===== src/rtl/posix_cksum_crc32_macros.svh =====
// ----------------------------------------------------------------------------
// posix_cksum_crc32 assertion macros
// Concurrent assertion wrappers on clk / arst_n; empty for synthesis.
// ----------------------------------------------------------------------------
`ifndef POSIX_CKSUM_CRC32_MACROS_SVH
`define POSIX_CKSUM_CRC32_MACROS_SVH
`ifndef SYNTHESIS
// checked only out of reset
`define CKC_ASSERT(name, prop) \
	name: assert property (@(posedge clk) disable iff (!arst_n) prop) \
		else $error("ckc assertion failed");
// checked on every edge, reset included
`define CKC_ASSERT_ALWAYS(name, prop) \
	name: assert property (@(posedge clk) prop) \
		else $error("ckc assertion failed");
`else
`define CKC_ASSERT(name, prop)
`define CKC_ASSERT_ALWAYS(name, prop)
`endif
`endif


===== src/rtl/ckc_pkg.sv =====
// ----------------------------------------------------------------------------
// ckc_pkg
// Shared types, constants and the CRC byte step for the cksum engine.
// ----------------------------------------------------------------------------
package ckc_pkg;

	localparam logic [31:0] CRC_POLY = 32'h04C1_1DB7;
	localparam int QDEPTH = 2;
	localparam int QPTR_W = $clog2(QDEPTH);

	// one queued request
	typedef struct packed {
		logic [7:0]  data_byte;
		logic        has_byte;
		logic        last;
		logic [31:0] expected_sum;
	} ckc_req_t;

	// queue status seen by the back end
	typedef struct packed {
		logic     valid;
		ckc_req_t head;
	} ckc_q_t;

	// MSB-first CRC-32 update by one byte
	function automatic logic [31:0] crc_absorb(input logic [31:0] crc, input logic [7:0] b);
		logic [31:0] c;
		c = crc ^ {b, 24'h0};
		for (int i = 0; i < 8; i++) begin
			c = c[31] ? ({c[30:0], 1'b0} ^ CRC_POLY) : {c[30:0], 1'b0};
		end
		return c;
	endfunction

endpackage


===== src/rtl/ckc_if.sv =====
// ----------------------------------------------------------------------------
// ckc channel interfaces
// Valid/ready channels for message requests and checksum results.
// ----------------------------------------------------------------------------
interface ckc_msg_if;
	logic        valid;
	logic        ready;
	logic [7:0]  data_byte;
	logic        has_byte;
	logic        last;
	logic [31:0] expected_sum;

	modport source (output valid, data_byte, has_byte, last, expected_sum, input ready);
	modport sink   (input valid, data_byte, has_byte, last, expected_sum, output ready);
endinterface

interface ckc_res_if;
	logic        valid;
	logic        ready;
	logic [31:0] sum;
	logic        sum_matches;

	modport source (output valid, sum, sum_matches, input ready);
	modport sink   (input valid, sum, sum_matches, output ready);
endinterface


===== src/rtl/ckc_fifo.sv =====
// ----------------------------------------------------------------------------
// ckc_fifo
// Short request queue between front and back end.
// ----------------------------------------------------------------------------
module ckc_fifo import ckc_pkg::*; (
	input  logic     clk,
	input  logic     arst_n,
	input  logic     push,
	input  ckc_req_t push_req,
	output logic     full,
	input  logic     pop,
	output ckc_q_t   q
);

	ckc_req_t          slot_q [QDEPTH];
	logic [QPTR_W-1:0] wr_ptr_q;
	logic [QPTR_W-1:0] rd_ptr_q;
	logic [QPTR_W:0]   fill_q;

	assign full    = (fill_q == (QPTR_W+1)'(QDEPTH));
	assign q.valid = (fill_q != '0);
	assign q.head  = slot_q[rd_ptr_q];

	always_ff @(posedge clk) begin
		if (push) begin
			slot_q[wr_ptr_q] <= push_req;
		end
	end

	always_ff @(posedge clk or negedge arst_n) begin
		if (!arst_n) begin
			wr_ptr_q <= '0;
			rd_ptr_q <= '0;
			fill_q   <= '0;
		end else begin
			if (push) begin
				wr_ptr_q <= wr_ptr_q + 1'b1;
			end
			if (pop) begin
				rd_ptr_q <= rd_ptr_q + 1'b1;
			end
			case ({push, pop})
				2'b10:   fill_q <= fill_q + 1'b1;
				2'b01:   fill_q <= fill_q - 1'b1;
				default: fill_q <= fill_q;
			endcase
		end
	end

endmodule


===== src/rtl/ckc_front.sv =====
// ----------------------------------------------------------------------------
// ckc_front
// Takes message requests, drops empty ones, queues the rest.
// ----------------------------------------------------------------------------
module ckc_front import ckc_pkg::*; (
	ckc_msg_if.sink  msg,
	input  logic     full,
	output logic     push,
	output ckc_req_t push_req
);

	// a request with neither byte nor end mark has no effect
	logic useful;

	assign useful    = msg.has_byte | msg.last;
	assign msg.ready = !full;
	assign push      = msg.valid & !full & useful;

	assign push_req.data_byte    = msg.data_byte;
	assign push_req.has_byte     = msg.has_byte;
	assign push_req.last         = msg.last;
	assign push_req.expected_sum = msg.expected_sum;

endmodule


===== src/rtl/ckc_back.sv =====
// ----------------------------------------------------------------------------
// ckc_back
// CRC register, byte counter, length fold and result register.
// ----------------------------------------------------------------------------
`include "posix_cksum_crc32_macros.svh"

module ckc_back import ckc_pkg::*; #(
	parameter int COUNT_BITS = 32
) (
	input  logic      clk,
	input  logic      arst_n,
	input  ckc_q_t    q,
	output logic      pop,
	ckc_res_if.source res
);

	typedef enum logic [1:0] {
		ST_IDLE = 2'b01,
		ST_FOLD = 2'b10
	} st_t;

	st_t                   state_q;
	logic [31:0]           crc_q;
	logic [COUNT_BITS-1:0] count_q;
	logic [COUNT_BITS-1:0] n_q;
	logic [31:0]           exp_q;
	logic                  valid_q;
	logic [31:0]           sum_q;
	logic                  match_q;

	logic [31:0]           byte_crc;
	logic [COUNT_BITS-1:0] cnt_inc;
	logic                  out_free;
	logic                  load;

	assign pop      = (state_q == ST_IDLE) & q.valid;
	assign byte_crc = crc_absorb(crc_q, q.head.data_byte);
	assign cnt_inc  = (count_q == '1) ? count_q : count_q + 1'b1;   // saturate
	assign out_free = !valid_q | res.ready;
	assign load     = (state_q == ST_FOLD) & (n_q == '0) & out_free;

	assign res.valid       = valid_q;
	assign res.sum         = sum_q;
	assign res.sum_matches = match_q;

	always_ff @(posedge clk or negedge arst_n) begin
		if (!arst_n) begin
			state_q <= ST_IDLE;
			crc_q   <= '0;
			count_q <= '0;
			n_q     <= '0;
			valid_q <= 1'b0;
		end else begin
			if (load) begin
				valid_q <= 1'b1;
			end else if (res.ready) begin
				valid_q <= 1'b0;
			end
			case (state_q)
				ST_IDLE: begin
					if (pop) begin
						if (q.head.has_byte) begin
							crc_q <= byte_crc;
						end
						if (q.head.last) begin
							n_q     <= q.head.has_byte ? cnt_inc : count_q;
							count_q <= '0;
							state_q <= ST_FOLD;
						end else if (q.head.has_byte) begin
							count_q <= cnt_inc;
						end
					end
				end
				ST_FOLD: begin
					// length goes in low byte first, stop when nothing left
					if (n_q != '0) begin
						crc_q <= crc_absorb(crc_q, n_q[7:0]);
						n_q   <= n_q >> 8;
					end else if (out_free) begin
						crc_q   <= '0;
						state_q <= ST_IDLE;
					end
				end
				default: state_q <= ST_IDLE;
			endcase
		end
	end

	// result payload and expected value
	always_ff @(posedge clk) begin
		if (pop && q.head.last) begin
			exp_q <= q.head.expected_sum;
		end
		if (load) begin
			sum_q   <= ~crc_q;
			match_q <= (~crc_q == exp_q);
		end
	end

	`CKC_ASSERT(a_fold_count_clear, (state_q == ST_FOLD) |-> (count_q == '0))
	`CKC_ASSERT(a_fold_shift, (state_q == ST_FOLD && n_q != '0) |=> (n_q == ($past(n_q) >> 8)))
	`CKC_ASSERT(a_load_clears, load |=> (valid_q && crc_q == '0 && state_q == ST_IDLE))

endmodule


===== src/rtl/posix_cksum_crc32.sv =====
// ----------------------------------------------------------------------------
// posix_cksum_crc32
// POSIX cksum engine: CRC-32 over a byte stream with length fold.
// ----------------------------------------------------------------------------
// Usage:
//   msg : one request per message byte (has_byte = 1); the request with
//         last = 1 ends the message and may carry a byte or be a bare end
//         mark. expected_sum is sampled from the last request only.
//         Requests with neither has_byte nor last are taken and dropped.
//   res : one result per message: sum (inverted CRC after length fold)
//         and sum_matches (sum == expected_sum).
// Throughput: one byte request per cycle while the queue has room, sustained
//   through a two-entry queue in front of the CRC unit. At message end the
//   CRC unit absorbs each significant byte of the length (0..COUNT_BITS/8),
//   then loads the result register; bytes behind it wait in the queue.
// Reset: arst_n clears the queue, CRC, count and result valid at once.
// Stall: a held result blocks only the next message end; bytes of the
//   following message keep flowing until the queue fills, then msg.ready
//   drops.
// ----------------------------------------------------------------------------
module posix_cksum_crc32 import ckc_pkg::*; #(
	parameter int COUNT_BITS = 32
) (
	input  logic      clk,
	input  logic      arst_n,
	ckc_msg_if.sink   msg,
	ckc_res_if.source res
);

	logic     push;
	ckc_req_t push_req;
	logic     full;
	logic     pop;
	ckc_q_t   q;

	// front: accept and filter requests
	ckc_front u_front (
		.msg      (msg),
		.full     (full),
		.push     (push),
		.push_req (push_req)
	);

	// decoupling queue
	ckc_fifo u_fifo (
		.clk      (clk),
		.arst_n   (arst_n),
		.push     (push),
		.push_req (push_req),
		.full     (full),
		.pop      (pop),
		.q        (q)
	);

	// back: CRC, count, length fold, result register
	ckc_back #(
		.COUNT_BITS (COUNT_BITS)
	) u_back (
		.clk    (clk),
		.arst_n (arst_n),
		.q      (q),
		.pop    (pop),
		.res    (res)
	);

endmodule

===== src/flat_wrapper.sv =====
// flat-port wrapper written by rule: the top's interface ports become plain ports
module posix_cksum_crc32_flat import ckc_pkg::*;
#(
	parameter int COUNT_BITS = 32
)
  (clk, arst_n, msg_valid, msg_data_byte, msg_has_byte, msg_last, msg_expected_sum, msg_ready, res_valid, res_sum, res_sum_matches, res_ready);
  ckc_msg_if msg_i ();
  ckc_res_if res_i ();
  input  logic clk;
  input  logic arst_n;
  input wire logic [$bits(msg_i.valid)-1:0] msg_valid;
  input wire logic [$bits(msg_i.data_byte)-1:0] msg_data_byte;
  input wire logic [$bits(msg_i.has_byte)-1:0] msg_has_byte;
  input wire logic [$bits(msg_i.last)-1:0] msg_last;
  input wire logic [$bits(msg_i.expected_sum)-1:0] msg_expected_sum;
  output wire logic [$bits(msg_i.ready)-1:0] msg_ready;
  output wire logic [$bits(res_i.valid)-1:0] res_valid;
  output wire logic [$bits(res_i.sum)-1:0] res_sum;
  output wire logic [$bits(res_i.sum_matches)-1:0] res_sum_matches;
  input wire logic [$bits(res_i.ready)-1:0] res_ready;
  assign msg_i.valid = msg_valid;
  assign msg_i.data_byte = msg_data_byte;
  assign msg_i.has_byte = msg_has_byte;
  assign msg_i.last = msg_last;
  assign msg_i.expected_sum = msg_expected_sum;
  assign msg_ready = msg_i.ready;
  assign res_valid = res_i.valid;
  assign res_sum = res_i.sum;
  assign res_sum_matches = res_i.sum_matches;
  assign res_i.ready = res_ready;
  posix_cksum_crc32 #(.COUNT_BITS(COUNT_BITS)) u_core (.clk(clk), .arst_n(arst_n), .msg(msg_i), .res(res_i));
endmodule

===== config.mk =====
export PLATFORM = sky130hd
export DESIGN_NAME = posix_cksum_crc32_flat
export DESIGN_NICKNAME = d
export VERILOG_FILES = /design/src/rtl/ckc_pkg.sv /design/src/rtl/ckc_if.sv /design/src/rtl/ckc_fifo.sv /design/src/rtl/ckc_front.sv /design/src/rtl/ckc_back.sv /design/src/rtl/posix_cksum_crc32.sv /design/src/flat_wrapper.sv
export VERILOG_INCLUDE_DIRS = /design/src /design/src/rtl
export SDC_FILE = /design/constraint.sdc
export NUM_CORES = 1
export LEC_CHECK = 0
export BUFFER_PORTS_ARGS = -buffer_cell sky130_fd_sc_hd__buf_2
export CELL_PAD_IN_SITES_DETAIL_PLACEMENT = 1
export CELL_PAD_IN_SITES_GLOBAL_PLACEMENT = 1
export CORE_MARGIN = 2
export CORE_UTILIZATION = 45
export CTS_CLUSTER_DIAMETER = 80
export DETAILED_ROUTE_END_ITERATION = 10
export PLACE_DENSITY = 0.88
export SYNTH_ARGS = -nofsm -noshare
export SYNTH_HDL_FRONTEND = slang
export SYNTH_SLANG_ARGS = --single-unit

===== constraint.sdc =====
create_clock -name clk -period 3.15 [get_ports clk]
set_clock_uncertainty 0.05 [all_clocks]
set_input_delay 0.1575 -clock clk [delete_from_list [all_inputs] [get_ports clk]]
set_output_delay 0.1575 -clock clk [all_outputs]
set_load 0.1 [all_outputs]

==> impl_metrics.json <==
{
  "status": "completed",
  "crit_arrival_ns": 3.24,
  "async_reset_ff_frac": 0.409,
  "maxCapViolCount": 0,
  "routedWlPerCell_um": 26.2,
  "overflow": 0,
  "fin_hold_ws_ns": 0.0115,
  "end_kind": "flip-flop",
  "power_density_nw_per_um2": 1300,
  "initial_core_util": 0.460,
  "wl_met3_um": 2820,
  "rsz0062_at_grt": "no",
  "ys_seq_elements": 252,
  "ir_drop_v": 0.000727,
  "via_count": 9140,
  "synth_cell_types": 72,
  "clk_pin_slew_worst_paths_ns": 0.07,
  "slew_headroom": 0.146,
  "post-route-min-period_ns": 2.91,
  "total_power_mw": 19.0,
  "viasPerCell": 5.99,
  "worstMarginPinSlew_ns": 1.27,
  "top_layer": "met4",
  "grt_pass1_vias": 9891,
  "crit_type": "flip-flop to flip-flop",
  "grt_pass1_wl_um": 61400,
  "finalHoldViolations": 0,
  "antenna_cells": 0,
  "cts-root-buf": "clkbuf_16",
  "clock_path_buffers": 3,
  "drv_slew": 0,
  "rows": 60,
  "drt_iter0_markers": 860,
  "clk_latency_ns": 0.57,
  "htree_levels": 1,
  "gp_congestion": 0.912,
  "grt_antenna_before_repair": 0,
  "drt-met1-wl_um": 15800,
  "crit_path_start_kind": "flip-flop",
  "wl_um": 40000,
  "layout.nets": 1182,
  "dp.final_hpwl_um": 24700,
  "synth_edf_count": 149,
  "die-area_um2": 29100,
  "layout-drive-gt1-share": 0.189,
  "drc": 0,
  "post_cts_buffers": 0,
  "io_pins": 81,
  "period_share": 0.923,
  "route.met2.wl_um": 19700,
  "fmax_mhz": 344,
  "yosysSeqAreaShare": 0.565,
  "cp_cell_sequence": "mux2i_1 -> xnor2_2 -> xor2_1 -> xor2_2 -> nand3b_1 -> a31oi_1",
  "grt_max_degree": 58,
  "cts_tree": "built",
  "dr.pass1.iters": 6,
  "die_w_um": 171,
  "leakage_nw": 5.59,
  "syn_nets": 1058,
  "cts_buffers": 27,
  "critPathSlowestCell": "dfrtp_2",
  "clock-sinks": 252,
  "cp.required_ns": 3.49,
  "ant_nets": 0,
  "dieHeight_um": 171,
  "synth_flop_cell": "edfxtp_1",
  "setup_viol": 0,
  "cp_slowest_stage_delay_ns": 0.80,
  "core-area_um2": 27100,
  "postSynthCellCount": 1010,
  "io_buffers": 80,
  "area_growth_pct": 17.4,
  "crit_fanout": 21,
  "track_usage": 0.281,
  "hold_class": "primary input to flip-flop",
  "syn_avg_cell_area_um2": 12.4,
  "ys_warn_count": 0,
  "synth_area_um2": 12500
}
-- critical path, delay by kind of cell, from the launching register on --
family | cells | cell delay [ns]
flip-flops | 1 | 0.80
AO/OA/AOI/OAI | 1 | 0.10
AND/OR/NAND/NOR | 1 | 0.19
multiplexers | 1 | 0.23
XOR/XNOR | 3 | 1.37
-- cell usage after synthesis, drive strengths merged (11+ instances only) --
| cell type | number | area [um^2] |
|---|---|---|
| a21oi | 29 | 145 |
| buf | 20 | 108 |
| dfrtp | 102 | 2550 |
| o31ai | 17 | 128 |
| a31oi | 12 | 75.1 |
| xnor2 | 141 | 1400 |
| nor4 | 19 | 134 |
| mux2i | 22 | 228 |
| edfxtp | 149 | 4470 |
| o21ai | 76 | 380 |
| nand2 | 77 | 289 |
| xor2 | 41 | 457 |
| nand4 | 18 | 113 |
| mux2 | 34 | 387 |
| a22oi | 11 | 82.6 |
| inv | 37 | 139 |
| nand3 | 25 | 125 |
| clkbuf | 34 | 130 |
| nor2 | 39 | 146 |
-- final timing paths --
path                                              from                       end  slack [ns]  cells after the start
worst max register to register  u_core.u_fifo.rd_ptr_q    u_core.u_back.crc_q[4]        0.24                      6
worst max-delay path            u_core.u_fifo.rd_ptr_q    u_core.u_back.crc_q[4]        0.24                      6
min in group asynchronous                       arst_n   u_core.u_back.crc_q[20]        0.20                      2
worst min register to register   u_core.u_back.n_q[22]     u_core.u_back.n_q[22]        0.49                      2
max in group asynchronous                       arst_n  u_core.u_back.state_q[0]        2.01                      3
worst min-delay path                         res_ready   u_core.u_back.res.valid        0.01                      3
-- cells by family after synthesis --
| family | count (synthesis) | synth area share |
|---|---|---|
| flip-flops | 252 | 0.565 |
| AND/OR/NAND/NOR | 214 | 0.0843 |
| AO/OA/AOI/OAI | 207 | 0.111 |
| XOR/XNOR | 187 | 0.158 |
| buffers and inverters | 92 | 0.0305 |
| multiplexers | 56 | 0.0492 |
| adder cells (fa/ha/maj) | 2 | 0.00201 |
-- report_power, final --
part / total [mW] / switching [mW] / leakage (nW) / internal [mW]
logic: 10.4 / 5.98 / 2.47 / 4.42
registers: 5.38 / 0.957 / 2.70 / 4.42
clock network: 3.20 / 1.44 / 0.415 / 1.77
total: 19.0 / 8.37 / 5.59 / 10.6
-- sequential cells by signal, indices dropped and copies added (netlist names) --
register / count
u_core.u_fifo.wr_ptr_q: 1
u_core.u_fifo.fill_q: 2
u_core.u_back.res.sum: 32
u_core.u_back.n_q: 32
u_core.u_fifo.slot_q: 84
u_core.u_back.state_q: 2
u_core.u_back.exp_q: 32
u_core.u_back.crc_q: 32
u_core.u_back.res.sum_matches: 1
u_core.u_back.count_q: 32
u_core.u_back.res.valid: 1
u_core.u_fifo.rd_ptr_q: 1
-- cell usage in the layout, fill, tap and decap left out, types with 9 or more instances in the layout --
master,n
buf_4,25
a21oi_1,28
buf_2,79
dlygate4sd3_1,43
nor4_1,18
mux2i_1,20
inv_1,37
and3_1,9
edfxtp_1,149
a221oi_1,9
clkbuf_16,27
o21ai_0,69
nand4_1,18
dfrtp_1,101
o31ai_1,17
xnor2_2,9
a22oi_1,11
mux2_2,32
a31oi_1,12
nand2_1,77
xor2_1,34
xnor2_1,127
nor2_1,37
nand3_1,25
-- stage by stage --
stage	worst slack (ns)	area (um^2)	util	TNS (ns)	std cells
after floorplan	-0.0921	12500	-	-7.74	1010
after global placement	0.433	13400	0.493	0	1434
after detailed placement	0.336	13400	0.493	0	1434
after CTS	0.264	14600	0.540	0	1527
after global routing	0.129	14700	0.541	0	1527
final	0.242	14700	0.541	0	1527
-- layer usage --
| layer | track usage | vias to the layer above |
|---|---|---|
| met4 | 0.119 | 0 |
| li1 | - | 3921 |
| met1 | 0.360 | 4651 |
| met2 | 0.476 | 448 |
| met3 | 0.0463 | 120 |
| met5 | 0 | - |
-- timing repair --
action | CTS | global route
setup endpoints to repair | 0 | 1
hold buffers | 43 | 0
hold endpoints to repair | 140 | 0
gates resized for setup | 0 | 1
-- cell type report --
class	count	area (um^2)
Timing Repair Buffer	149	1050
Clock inverter	12	109
Clock buffer	38	757
Inverter	38	143
Multi-Input combinational cell	666	5070
Fill cell	2768	12500
Tap cell	372	465
Sequential cell	252	7050
Power figures use the tool's default switching activity.
